`src/rtl/spsa_pkg.sv`:
```
`timescale 1ns / 1ps
package spsa_pkg;

  localparam int COORD_W  = 24;
  localparam int RADIUS_W = 23;
  localparam int IDX_W    = 5;

  localparam logic OP_ADD   = 1'b0;
  localparam logic OP_CLEAR = 1'b1;

  localparam logic [1:0] REG_SNAP_RADIUS = 2'd0;
  localparam logic [1:0] REG_SNAP_EN     = 2'd1;
  localparam logic [1:0] REG_HORIZ_EN    = 2'd2;
  localparam logic [1:0] REG_VERT_EN     = 2'd3;

  typedef enum logic [2:0] {
    KIND_HORIZ   = 3'd0,
    KIND_VERT    = 3'd1,
    KIND_ADDED   = 3'd2,
    KIND_SNAPPED = 3'd3,
    KIND_FULL    = 3'd4,
    KIND_CLEARED = 3'd5
  } kind_e;

  typedef enum logic [2:0] {
    ST_IDLE,
    ST_SCAN,
    ST_DECIDE,
    ST_EMIT,
    ST_CLR
  } state_e;

  typedef struct packed {
    logic             start;
    logic             clear_count;
    logic             issue;
    logic [IDX_W-1:0] idx;
    logic             append;
    logic             emit;
    kind_e            emit_kind;
    logic [IDX_W-1:0] emit_point;
    logic [IDX_W-1:0] emit_other;
    logic             emit_last;
  } dp_cmd_t;

  typedef struct packed {
    logic [IDX_W-1:0] count;
    logic             full;
    logic             pipe_busy;
    logic             snap_found;
    logic [IDX_W-1:0] snap_idx;
    logic [IDX_W-1:0] new_idx;
    logic             h_bit;
    logic             v_bit;
    logic             out_free;
  } dp_status_t;

endpackage

```
`src/rtl/spsa_ctrl.sv`:
```
`timescale 1ns / 1ps
module spsa_ctrl import spsa_pkg::*; (
  input  logic       clk_i,
  input  logic       rst_ni,
  input  logic       in_valid_i,
  input  logic       in_op_i,
  output logic       in_ready_o,
  input  logic       snap_en_i,
  input  dp_status_t status_i,
  output dp_cmd_t    cmd_o
);

  state_e           state_q, state_d;
  logic [IDX_W-1:0] idx_q, idx_d;
  logic             hdone_q, hdone_d;
  logic             accept;
  logic             issue;
  logic             at_new;

  assign in_ready_o = (state_q == ST_IDLE);
  assign accept     = in_valid_i && in_ready_o;
  assign issue      = (idx_q < status_i.count);
  assign at_new     = (idx_q == status_i.new_idx);

  always_ff @(posedge clk_i or negedge rst_ni) begin
    if (!rst_ni) begin
      state_q <= ST_IDLE;
      idx_q   <= '0;
      hdone_q <= 1'b0;
    end else begin
      state_q <= state_d;
      idx_q   <= idx_d;
      hdone_q <= hdone_d;
    end
  end

  always_comb begin
    state_d = state_q;
    case (state_q)
      ST_IDLE: begin
        if (accept) begin
          state_d = (in_op_i == OP_CLEAR) ? ST_CLR : ST_SCAN;
        end
      end
      ST_SCAN: begin
        if (!issue && !status_i.pipe_busy) begin
          state_d = ST_DECIDE;
        end
      end
      ST_DECIDE: begin
        if ((snap_en_i && status_i.snap_found) || status_i.full) begin
          if (status_i.out_free) begin
            state_d = ST_IDLE;
          end
        end else begin
          state_d = ST_EMIT;
        end
      end
      ST_EMIT: begin
        if (at_new && status_i.out_free) begin
          state_d = ST_IDLE;
        end
      end
      ST_CLR: begin
        if (status_i.out_free) begin
          state_d = ST_IDLE;
        end
      end
      default: state_d = ST_IDLE;
    endcase
  end

  always_comb begin
    cmd_o   = '0;
    idx_d   = idx_q;
    hdone_d = hdone_q;
    cmd_o.idx = idx_q;
    case (state_q)
      ST_IDLE: begin
        if (accept) begin
          if (in_op_i == OP_CLEAR) begin
            cmd_o.clear_count = 1'b1;
          end else begin
            cmd_o.start = 1'b1;
            idx_d       = '0;
          end
        end
      end
      ST_SCAN: begin
        if (issue) begin
          cmd_o.issue = 1'b1;
          idx_d       = idx_q + 1'b1;
        end
      end
      ST_DECIDE: begin
        if (snap_en_i && status_i.snap_found) begin
          cmd_o.emit       = status_i.out_free;
          cmd_o.emit_kind  = KIND_SNAPPED;
          cmd_o.emit_point = status_i.snap_idx;
          cmd_o.emit_last  = 1'b1;
        end else if (status_i.full) begin
          cmd_o.emit      = status_i.out_free;
          cmd_o.emit_kind = KIND_FULL;
          cmd_o.emit_last = 1'b1;
        end else begin
          cmd_o.append = 1'b1;
          idx_d        = '0;
          hdone_d      = 1'b0;
        end
      end
      ST_EMIT: begin
        cmd_o.emit_point = status_i.new_idx;
        cmd_o.emit_other = idx_q;
        if (at_new) begin
          cmd_o.emit       = status_i.out_free;
          cmd_o.emit_kind  = KIND_ADDED;
          cmd_o.emit_other = '0;
          cmd_o.emit_last  = 1'b1;
        end else if (status_i.h_bit && !hdone_q) begin
          cmd_o.emit_kind = KIND_HORIZ;
          if (status_i.out_free) begin
            cmd_o.emit = 1'b1;
            if (status_i.v_bit) begin
              hdone_d = 1'b1;
            end else begin
              idx_d = idx_q + 1'b1;
            end
          end
        end else if (status_i.v_bit) begin
          cmd_o.emit_kind = KIND_VERT;
          if (status_i.out_free) begin
            cmd_o.emit = 1'b1;
            idx_d      = idx_q + 1'b1;
            hdone_d    = 1'b0;
          end
        end else begin
          idx_d   = idx_q + 1'b1;
          hdone_d = 1'b0;
        end
      end
      ST_CLR: begin
        cmd_o.emit      = status_i.out_free;
        cmd_o.emit_kind = KIND_CLEARED;
        cmd_o.emit_last = 1'b1;
      end
      default: begin
        cmd_o = '0;
      end
    endcase
  end

endmodule

```
`src/rtl/spsa_dp.sv`:
```
`timescale 1ns / 1ps
module spsa_dp import spsa_pkg::*; #(
  parameter int MAX_POINTS = 16
) (
  input  logic                clk_i,
  input  logic                rst_ni,
  input  dp_cmd_t             cmd_i,
  output dp_status_t          status_o,
  input  logic [COORD_W-1:0]  in_x_i,
  input  logic [COORD_W-1:0]  in_y_i,
  input  logic [RADIUS_W-1:0] radius_i,
  input  logic                horiz_en_i,
  input  logic                vert_en_i,
  input  logic                out_ready_i,
  output logic                out_valid_o,
  output kind_e               out_kind_o,
  output logic [IDX_W-1:0]    out_point_o,
  output logic [IDX_W-1:0]    out_other_o,
  output logic                out_last_o
);

  localparam int AW = $clog2(MAX_POINTS);
  localparam int CW = $clog2(MAX_POINTS + 1);
  localparam logic [CW-1:0] MAX_CNT = CW'(MAX_POINTS);
  localparam int SQ_W = 2 * COORD_W;

  logic [COORD_W-1:0] sx_q [MAX_POINTS];
  logic [COORD_W-1:0] sy_q [MAX_POINTS];
  logic [MAX_POINTS-1:0] hbits_q;
  logic [MAX_POINTS-1:0] vbits_q;

  logic [CW-1:0]      count_q;
  logic [IDX_W-1:0]   new_idx_q;
  logic [COORD_W-1:0] x_q, y_q;
  logic [2*RADIUS_W-1:0] r2_q;

  logic               v1_q, v2_q;
  logic [AW-1:0]      i1_q, i2_q;
  logic [COORD_W-1:0] ax1_q, ay1_q, ax2_q, ay2_q;
  logic [SQ_W-1:0]    sqx_q, sqy_q;

  logic               snap_found_q;
  logic [IDX_W-1:0]   snap_idx_q;

  logic               out_valid_q;
  kind_e              out_kind_q;
  logic [IDX_W-1:0]   out_point_q, out_other_q;
  logic               out_last_q;

  logic [AW-1:0]      ra;
  logic [COORD_W:0]   dx_w, dy_w, ndx_w, ndy_w;
  logic [COORD_W-1:0] ax_w, ay_w;
  logic [SQ_W:0]      sum_w, r2_w;
  logic [COORD_W-1:0] r_w;
  logic               near_w, far_w;

  assign ra    = cmd_i.idx[AW-1:0];
  assign dx_w  = {x_q[COORD_W-1], x_q} - {sx_q[ra][COORD_W-1], sx_q[ra]};
  assign dy_w  = {y_q[COORD_W-1], y_q} - {sy_q[ra][COORD_W-1], sy_q[ra]};
  assign ndx_w = ~dx_w + 1'b1;
  assign ndy_w = ~dy_w + 1'b1;
  assign ax_w  = dx_w[COORD_W] ? ndx_w[COORD_W-1:0] : dx_w[COORD_W-1:0];
  assign ay_w  = dy_w[COORD_W] ? ndy_w[COORD_W-1:0] : dy_w[COORD_W-1:0];

  assign sum_w  = {1'b0, sqx_q} + {1'b0, sqy_q};
  assign r2_w   = (SQ_W + 1)'(r2_q);
  assign r_w    = {1'b0, radius_i};
  assign near_w = sum_w < r2_w;
  assign far_w  = sum_w > r2_w;

  always_ff @(posedge clk_i or negedge rst_ni) begin
    if (!rst_ni) begin
      count_q      <= '0;
      v1_q         <= 1'b0;
      v2_q         <= 1'b0;
      snap_found_q <= 1'b0;
      out_valid_q  <= 1'b0;
    end else begin
      v1_q <= cmd_i.issue;
      v2_q <= v1_q;
      if (cmd_i.clear_count) begin
        count_q <= '0;
      end else if (cmd_i.append) begin
        count_q <= count_q + 1'b1;
      end
      if (cmd_i.start) begin
        snap_found_q <= 1'b0;
      end else if (v2_q && near_w) begin
        snap_found_q <= 1'b1;
      end
      if (cmd_i.emit) begin
        out_valid_q <= 1'b1;
      end else if (out_ready_i) begin
        out_valid_q <= 1'b0;
      end
    end
  end

  always_ff @(posedge clk_i) begin
    r2_q <= radius_i * radius_i;
    if (cmd_i.start) begin
      x_q <= in_x_i;
      y_q <= in_y_i;
    end
    if (cmd_i.append) begin
      sx_q[count_q[AW-1:0]] <= x_q;
      sy_q[count_q[AW-1:0]] <= y_q;
      new_idx_q <= IDX_W'(count_q);
    end
    i1_q  <= ra;
    ax1_q <= ax_w;
    ay1_q <= ay_w;
    i2_q  <= i1_q;
    ax2_q <= ax1_q;
    ay2_q <= ay1_q;
    sqx_q <= ax1_q * ax1_q;
    sqy_q <= ay1_q * ay1_q;
    if (v2_q) begin
      hbits_q[i2_q] <= far_w && horiz_en_i && (ay2_q < r_w);
      vbits_q[i2_q] <= far_w && vert_en_i && (ax2_q < r_w);
      if (!snap_found_q && near_w) begin
        snap_idx_q <= IDX_W'(i2_q);
      end
    end
    if (cmd_i.emit) begin
      out_kind_q  <= cmd_i.emit_kind;
      out_point_q <= cmd_i.emit_point;
      out_other_q <= cmd_i.emit_other;
      out_last_q  <= cmd_i.emit_last;
    end
  end

  always_comb begin
    status_o            = '0;
    status_o.count      = IDX_W'(count_q);
    status_o.full       = (count_q == MAX_CNT);
    status_o.pipe_busy  = v1_q || v2_q;
    status_o.snap_found = snap_found_q;
    status_o.snap_idx   = snap_idx_q;
    status_o.new_idx    = new_idx_q;
    status_o.h_bit      = hbits_q[ra];
    status_o.v_bit      = vbits_q[ra];
    status_o.out_free   = !out_valid_q || out_ready_i;
  end

  assign out_valid_o = out_valid_q;
  assign out_kind_o  = out_kind_q;
  assign out_point_o = out_point_q;
  assign out_other_o = out_other_q;
  assign out_last_o  = out_last_q;

endmodule

```
`src/rtl/sketch_point_snap_align.sv`:
```
`timescale 1ns / 1ps
// Sketch point store with coincidence snapping and alignment inference. Each input beat
// either clears the store or adds a point; result beats come out in order, with tlast on the
// final one of each item. An add with n stored points first walks all n points through a
// two-stage squared-distance pipeline at one point per cycle, then decides. A snapped or
// store-full add ends there; an appended point then walks the stored points once more at
// one point per cycle, giving a point aligned both ways its horizontal beat and then its
// vertical one, holding any beat while the output is stalled, and closes with the added
// beat. A new beat is taken as soon as the last result of the previous one sits in the
// output register.
module sketch_point_snap_align import spsa_pkg::*; #(
  parameter int MAX_POINTS = 16
) (
  input  logic        clk_i,
  input  logic        rst_ni,
  input  logic        s_axis_tvalid,
  output logic        s_axis_tready,
  input  logic [47:0] s_axis_tdata,   // coord_x [23:0], coord_y [47:24]
  input  logic        s_axis_tuser,   // op
  output logic        m_axis_tvalid,
  input  logic        m_axis_tready,
  output logic [15:0] m_axis_tdata,   // point_index [4:0], other_index [9:5], zeros above
  output logic [2:0]  m_axis_tuser,   // kind
  output logic        m_axis_tlast,
  input  logic        psel,
  input  logic        penable,
  input  logic        pwrite,
  input  logic [3:0]  paddr,
  input  logic [31:0] pwdata,
  output logic [31:0] prdata,
  output logic        pready
);

  logic [RADIUS_W-1:0] radius_q;
  logic                snap_en_q;
  logic                horiz_en_q;
  logic                vert_en_q;
  logic                cfg_wr;
  dp_cmd_t             cmd;
  dp_status_t          status;
  kind_e               out_kind;
  logic [IDX_W-1:0]    out_point;
  logic [IDX_W-1:0]    out_other;

  assign pready = 1'b1;
  assign cfg_wr = psel && penable && pwrite && pready;

  always_ff @(posedge clk_i or negedge rst_ni) begin
    if (!rst_ni) begin
      radius_q   <= RADIUS_W'(4096);
      snap_en_q  <= 1'b1;
      horiz_en_q <= 1'b1;
      vert_en_q  <= 1'b1;
    end else if (cfg_wr) begin
      case (paddr[3:2])
        REG_SNAP_RADIUS: radius_q   <= pwdata[RADIUS_W-1:0];
        REG_SNAP_EN:     snap_en_q  <= pwdata[0];
        REG_HORIZ_EN:    horiz_en_q <= pwdata[0];
        REG_VERT_EN:     vert_en_q  <= pwdata[0];
        default: ;
      endcase
    end
  end

  always_comb begin
    case (paddr[3:2])
      REG_SNAP_RADIUS: prdata = 32'(radius_q);
      REG_SNAP_EN:     prdata = 32'(snap_en_q);
      REG_HORIZ_EN:    prdata = 32'(horiz_en_q);
      REG_VERT_EN:     prdata = 32'(vert_en_q);
      default:         prdata = '0;
    endcase
  end

  spsa_ctrl u_ctrl (
    .clk_i      (clk_i),
    .rst_ni     (rst_ni),
    .in_valid_i (s_axis_tvalid),
    .in_op_i    (s_axis_tuser),
    .in_ready_o (s_axis_tready),
    .snap_en_i  (snap_en_q),
    .status_i   (status),
    .cmd_o      (cmd)
  );

  spsa_dp #(
    .MAX_POINTS (MAX_POINTS)
  ) u_dp (
    .clk_i       (clk_i),
    .rst_ni      (rst_ni),
    .cmd_i       (cmd),
    .status_o    (status),
    .in_x_i      (s_axis_tdata[23:0]),
    .in_y_i      (s_axis_tdata[47:24]),
    .radius_i    (radius_q),
    .horiz_en_i  (horiz_en_q),
    .vert_en_i   (vert_en_q),
    .out_ready_i (m_axis_tready),
    .out_valid_o (m_axis_tvalid),
    .out_kind_o  (out_kind),
    .out_point_o (out_point),
    .out_other_o (out_other),
    .out_last_o  (m_axis_tlast)
  );

  assign m_axis_tuser = out_kind;
  assign m_axis_tdata = {6'b0, out_other, out_point};

endmodule

```
`config.mk`:
```
export PLATFORM = sky130hd
export DESIGN_NAME = sketch_point_snap_align
export DESIGN_NICKNAME = d
export VERILOG_FILES = /design/src/rtl/spsa_pkg.sv /design/src/rtl/spsa_ctrl.sv /design/src/rtl/spsa_dp.sv /design/src/rtl/sketch_point_snap_align.sv
export SDC_FILE = /design/constraint.sdc
export NUM_CORES = 2
export LEC_CHECK = 0
export ABC_AREA = 1
export BUFFER_PORTS_ARGS = -buffer_cell sky130_fd_sc_hd__buf_4
export CORE_ASPECT_RATIO = 0.9
export CORE_MARGIN = 2
export CORE_UTILIZATION = 40
export CTS_CLUSTER_SIZE = 30
export DETAILED_ROUTE_END_ITERATION = 10
export GPL_TIMING_DRIVEN = 0
export PLACE_DENSITY = 0.67
export SYNTH_ARGS = -nofsm -noshare
export SYNTH_HDL_FRONTEND = slang
export SYNTH_SLANG_ARGS = --single-unit
export TNS_END_PERCENT = 5
```
`constraint.sdc`:
```
create_clock -name clk_i -period 18.25 [get_ports clk_i]
set_input_delay 4.5625 -clock clk_i [delete_from_list [all_inputs] [get_ports clk_i]]
set_output_delay 4.5625 -clock clk_i [all_outputs]
set_load 0.02 [all_outputs]
```
==> After elaboration in Yosys (flattened, before gate mapping) <==
Memories as Yosys holds them, arrays and structs flattened.
Cells that the tools add are included.
{ "totals": {"ff_bits": 393, "ram_bits": 768, "in_bits": 92, "elab_cells": 184, "n_memories": 2} }
{ "memory_table": {"columns": ["name", "words", "word_bits", "read_ports", "rd_clocked_by_memory_dff", "write_ports", "line_no", "source"], "rows": [
  ["u_dp.sx_q", 16, 24, 1, 0, 1, "spsa_dp.sv:27", "logic [COORD_W-1:0] sx_q [MAX_POINTS];"],
  ["u_dp.sy_q", 16, 24, 1, 0, 1, "spsa_dp.sv:28", "logic [COORD_W-1:0] sy_q [MAX_POINTS];"]
]} }
{ "op_classes": {"addsub": 7, "multipliers": 3, "n_lt_le_gt_ge": 8, "n_eq_ne": 21, "mux": 70, "bitwise_logic": 3, "n_reduce_logical": 39} }
{ "op_table": {"columns": ["cell", "count"], "rows": [
  ["case mux 32 bit (4 select lines)", 1],
  ["multiplier 24 x 24 -> 48 bit", 2],
  ["two-way mux 5 bit", 13],
  ["subtractor 24 x 24 -> 25 bit", 2],
  ["adder 48 x 48 -> 49 bit", 1],
  ["greater-than comparator 49 x 46 -> 1 bit", 1],
  ["less-than comparator 49 x 46 -> 1 bit", 1],
  ["adder 24 x 1 -> 24 bit, second input constant", 2],
  ["less-than comparator 24 x 23 -> 1 bit", 2],
  ["two-way mux 24 bit", 2],
  ["inverter 24 bit", 2],
  ["multiplier 23 x 23 -> 46 bit", 1],
  ["bitwise mux 16 bit", 2],
  ["two-way mux 1 bit", 28],
  ["two-way mux 4 bit", 7],
  ["case mux 5 bit (4 select lines)", 1],
  ["two-way mux 3 bit", 6],
  ["case mux 3 bit (5 select lines)", 1],
  ["logical AND 1 bit", 14],
  ["case mux 4 bit (3 select lines)", 1],
  ["adder 5 x 1 -> 5 bit, second input constant", 2],
  ["less-than comparator 4 x 5 -> 1 bit, second input constant", 2],
  ["inequality test 2 bit, second input constant", 5],
  ["case mux 5 bit (2 select lines)", 1],
  ["other kinds (30)", 51]
]} }

==> Logic depth before layout (Yosys ltp) <==
{ "depth": {"word_depth": 10, "depth_mapped": 32} }

==> Hierarchy <==
Synthesis repeated with hierarchy kept, for this count alone.
{ "unflattened": {"cells_unflattened": 10692, "hier_area_um2": 100347.5} }
{ "modules_own_cells": {"columns": ["module", "n_inst", "cells_each", "area_per_inst_um2"], "rows": [
  ["spsa_dp", 1, 10317, 97857.6],
  ["sketch_point_snap_align", 1, 193, 1412.6],
  ["spsa_ctrl", 1, 182, 1077.3]
]} }

==> Least setup slack after synthesis <==
Ideal clock, no wire load.
{ "synth_timing": {"path_kind": "input-to-output", "startpoint": "in paddr[3]", "endpoint": "out prdata[10]", "arrival_ns": 5.258, "required_ns": 13.687, "slack_ns": 8.429, "stages": 4, "cell_sequence": "nor2_1 inv_1 clkbuf_1 nor2_1"} }
{ "synth_via": {"elab_chain_len": 2, "elab_cells_between_ends": 5, "classes_between": "3 x eq/ne; 1 x mux; 1 x reduce/logical"} }
{ "synth_lines": {"columns": ["item", "line_no", "source"], "rows": [
  ["start, declared", "sketch_point_snap_align.sv:28", "input logic [3:0] paddr,"],
  ["equality test 2 bit (tied with other cells)", "sketch_point_snap_align.sv:66", "case (paddr[3:2])"],
  ["case mux 32 bit (4 select lines) *", "sketch_point_snap_align.sv:66", null],
  ["end, declared", "sketch_point_snap_align.sv:30", "output logic [31:0] prdata,"]
]} }
Every way passes the cells marked *; elsewhere a longest branch is shown, timed or not. The select of a mux whose other input is x is not followed.

==> Worst setup path in the final report <==
{ "layout_timing": {"startpoint": "in paddr[3]", "endpoint": "out prdata[18]"} }
Same word-level chain as after synthesis.

==> impl_metrics.ini <==
[worst_setup_path]
cp-startpoint = paddr[3]
critical_path.max_fanout = 10
rr_worst_depth = 26
r2r-start = u_dp.ax1_q[14]
cp.required_ps = 13690
cp-end-kind = output port
crit_type = in2out
r2r_slack_ps = 10130
start_kind = input port
r2r-end = u_dp.sqx_q[41]
crit_arrival_ps = 5540

[timing]
period_needed_ps = 10110
slew_viol_final = 0
skew_ps = 95.5
finalHoldViolations = 0
rsz0062_at_grt = false
relSlewSlack = 0.0794
fin_crit_sh = 0.554
fmax_mhz = 98.9
setup_viol = 0
final.setup.tns_ps = 0
tightest_slew_ps = 1380

[drt]
num_vias = 74600
drc = 0
dr.pass1.iters = 6
wl_per_cell_um = 20.3
drtAntennaViolNets = 0
vias_per_cell = 5.14
finalWirelength_um = 295000
first_iter_violations = 7977

[placement]
hpwl_um = 232000
portBuffers = 119
dp_cells = 14300
gp_congestion = 0.982
placed_cell_area_sq_um = 105000

[synth]
synth_area_per_cell_sq_um = 9.19
yosysUniqueCellTypes = 59
synth_flop_cell = edfxtp_1
async_reset_ff_frac = 0.0381
yosys_warnings = 0
seq_area_frac_synth = 0.323
synth-edff-count = 871
synth_area_sq_um = 99300
synth-seq-cells = 1156
syn_inst = 10800

[clock_network]
cts_tree = built
cts_resized = 0
cts.clk_slew.worst_paths_ps = 60
htree_levels = 3
clock_latency_ps = 760
clock-sinks = 1156
cts-buffers-inserted = 107
clk_path_buf_depth = 3
cts_hold_buf = 0
cts-root-buf = clkbuf_16
post-cts-setup-buffers = 0

[grt]
grt_busiest_layer = met2
global_route.usage.met2 = 0.361
grt_pass1_vias = 75000
grt_max_degree = 45
gr-total-overflow = 0
grt_pass1_wl_um = 451000
gr-usage-met3 = 0.0544
grt_antenna_before_repair = 12
met1_usage = 0.329
grtUsageTotal = 0.234

[die]
rows = 173
core-area_sq_um = 247000
start_util = 0.402
io_pins = 147
die_x_um = 529
die_area_sq_um = 252000
die-height_um = 477

[final_layout]
fin_cells = 14500
drive_gt1_frac = 0.0398
area.growth.synth_to_final_pct = 9.49
postLayoutCoreUtil = 0.440
nNetsFinal = 13100
final_cell_mix = inv_1 (2581), nand2_1 (1819), fa_1 (1232)
fin_area_sq_um = 109000
fillers = 23900
final_common_cell = inv_1

[worst_hold_path]
min_to = u_dp.ay2_q[21]
hold_path_class = reg2reg
holdPathStages = 0
min-delay-start = u_dp.ay1_q[21]

[flow_run]
drv_cap = 0

[outcome]
run_status = finished clean
per-stage QoR:
stage / worst slack [ps] / hold WS (ps)
floorplan: 8430 / 310
global placement: 6550 / 334
detailed placement: 8170 / 344
CTS: 8160 / 355
global route: 8030 / 366
finish: 8140 / 357
state kept, by name, summed over array words and instances, names as in the netlist, 4 cells and up:
| name | cells |
|---|---|
| radius_q | 23 |
| u_dp.y_q | 24 |
| u_dp.sqx_q | 46 |
| u_dp.x_q | 24 |
| u_dp.ax1_q | 24 |
| u_dp.i1_q | 4 |
| u_dp.sqy_q | 46 |
| u_dp.r2_q | 45 |
| u_dp.ay1_q | 24 |
| u_dp.vbits_q | 16 |
| u_dp.sy_q | 384 |
| u_dp.count_q | 5 |
| u_dp.hbits_q | 16 |
| u_dp.ax2_q | 24 |
| u_dp.ay2_q | 24 |
| u_dp.i2_q | 4 |
| u_dp.new_idx_q | 5 |
| u_dp.snap_idx_q | 4 |
| u_dp.out_point_o | 5 |
| u_dp.sx_q | 384 |
| u_dp.out_other_o | 5 |
| u_ctrl.idx_q | 5 |
worst max path at each step:
stage,endpoint,slack (ps),cells past startpoint
2_1_floorplan,prdata[10],8430,4
3_3_place_gp,u_dp.x_q[16],6550,3
3_5_place_dp,prdata[17],8170,6
4_1_cts,prdata[17],8160,6
5_1_grt,prdata[12],8030,6
6_report,prdata[18],8140,6
Yosys cell counts (16+ instances only):
library cell | count | area [sq um]
a21o_1 | 32 | 240
dfrtp_1 | 40 | 1000
fa_1 | 1232 | 24700
o21bai_1 | 27 | 203
nand2_1 | 1819 | 6830
o21ai_1 | 39 | 195
nor2_1 | 923 | 3460
xnor2_1 | 93 | 815
buf_2 | 25 | 125
ha_1 | 718 | 8980
o22ai_1 | 230 | 1440
nand3_1 | 217 | 1090
buf_4 | 27 | 203
nor3_1 | 37 | 185
o211ai_1 | 16 | 120
nor4_1 | 17 | 106
a21oi_1 | 339 | 1700
xor2_1 | 159 | 1390
o21ai_0 | 586 | 2930
edfxtp_1 | 871 | 26200
nand4_1 | 74 | 463
a31oi_1 | 40 | 250
inv_1 | 2581 | 9690
dfxtp_1 | 241 | 4820
clkbuf_1 | 273 | 1020
worst max-delay path, cell delays in order:
cell and delay (ps):
buf_4 110, nor2_1 60, inv_1 130, clkbuf_1 400, nor2_1 90, buf_4 190
cells by family after synthesis:
kind of cell	after synthesis	share of synthesized area
compound gates	1373	0.0768
xor+xnor	255	0.0227
flops	1156	0.323
simple gates	3140	0.126
other cells	2	0.0000756
fa+ha+maj	1950	0.339
buf+inv	2935	0.113
metal layers:
layer / up-vias / share of wire
met2: 3559 / 0.44
met1: 36400 / 0.42
li1: 34100 / -
met5: - / 0.000071
met4: 4 / 0.033
met3: 537 / 0.11
area by class of cell:
cell class / count / area [sq um] / area share
antenna: 3 / 7.51 / 0.0000690
buffer: 340 / 1440 / 0.0133
clock buffer: 136 / 2800 / 0.0257
clock inverter: 66 / 692 / 0.00636
inverter: 2595 / 9740 / 0.0896
multi-input combinational: 6734 / 56200 / 0.517
sequential: 1156 / 32100 / 0.295
tap: 3325 / 4160 / 0.0383
timing repair buffer: 153 / 1590 / 0.0147
Power is left out: the tool's default activity adds up to more than one toggle a clock period on the data nets, which glitch-free logic cannot reach.
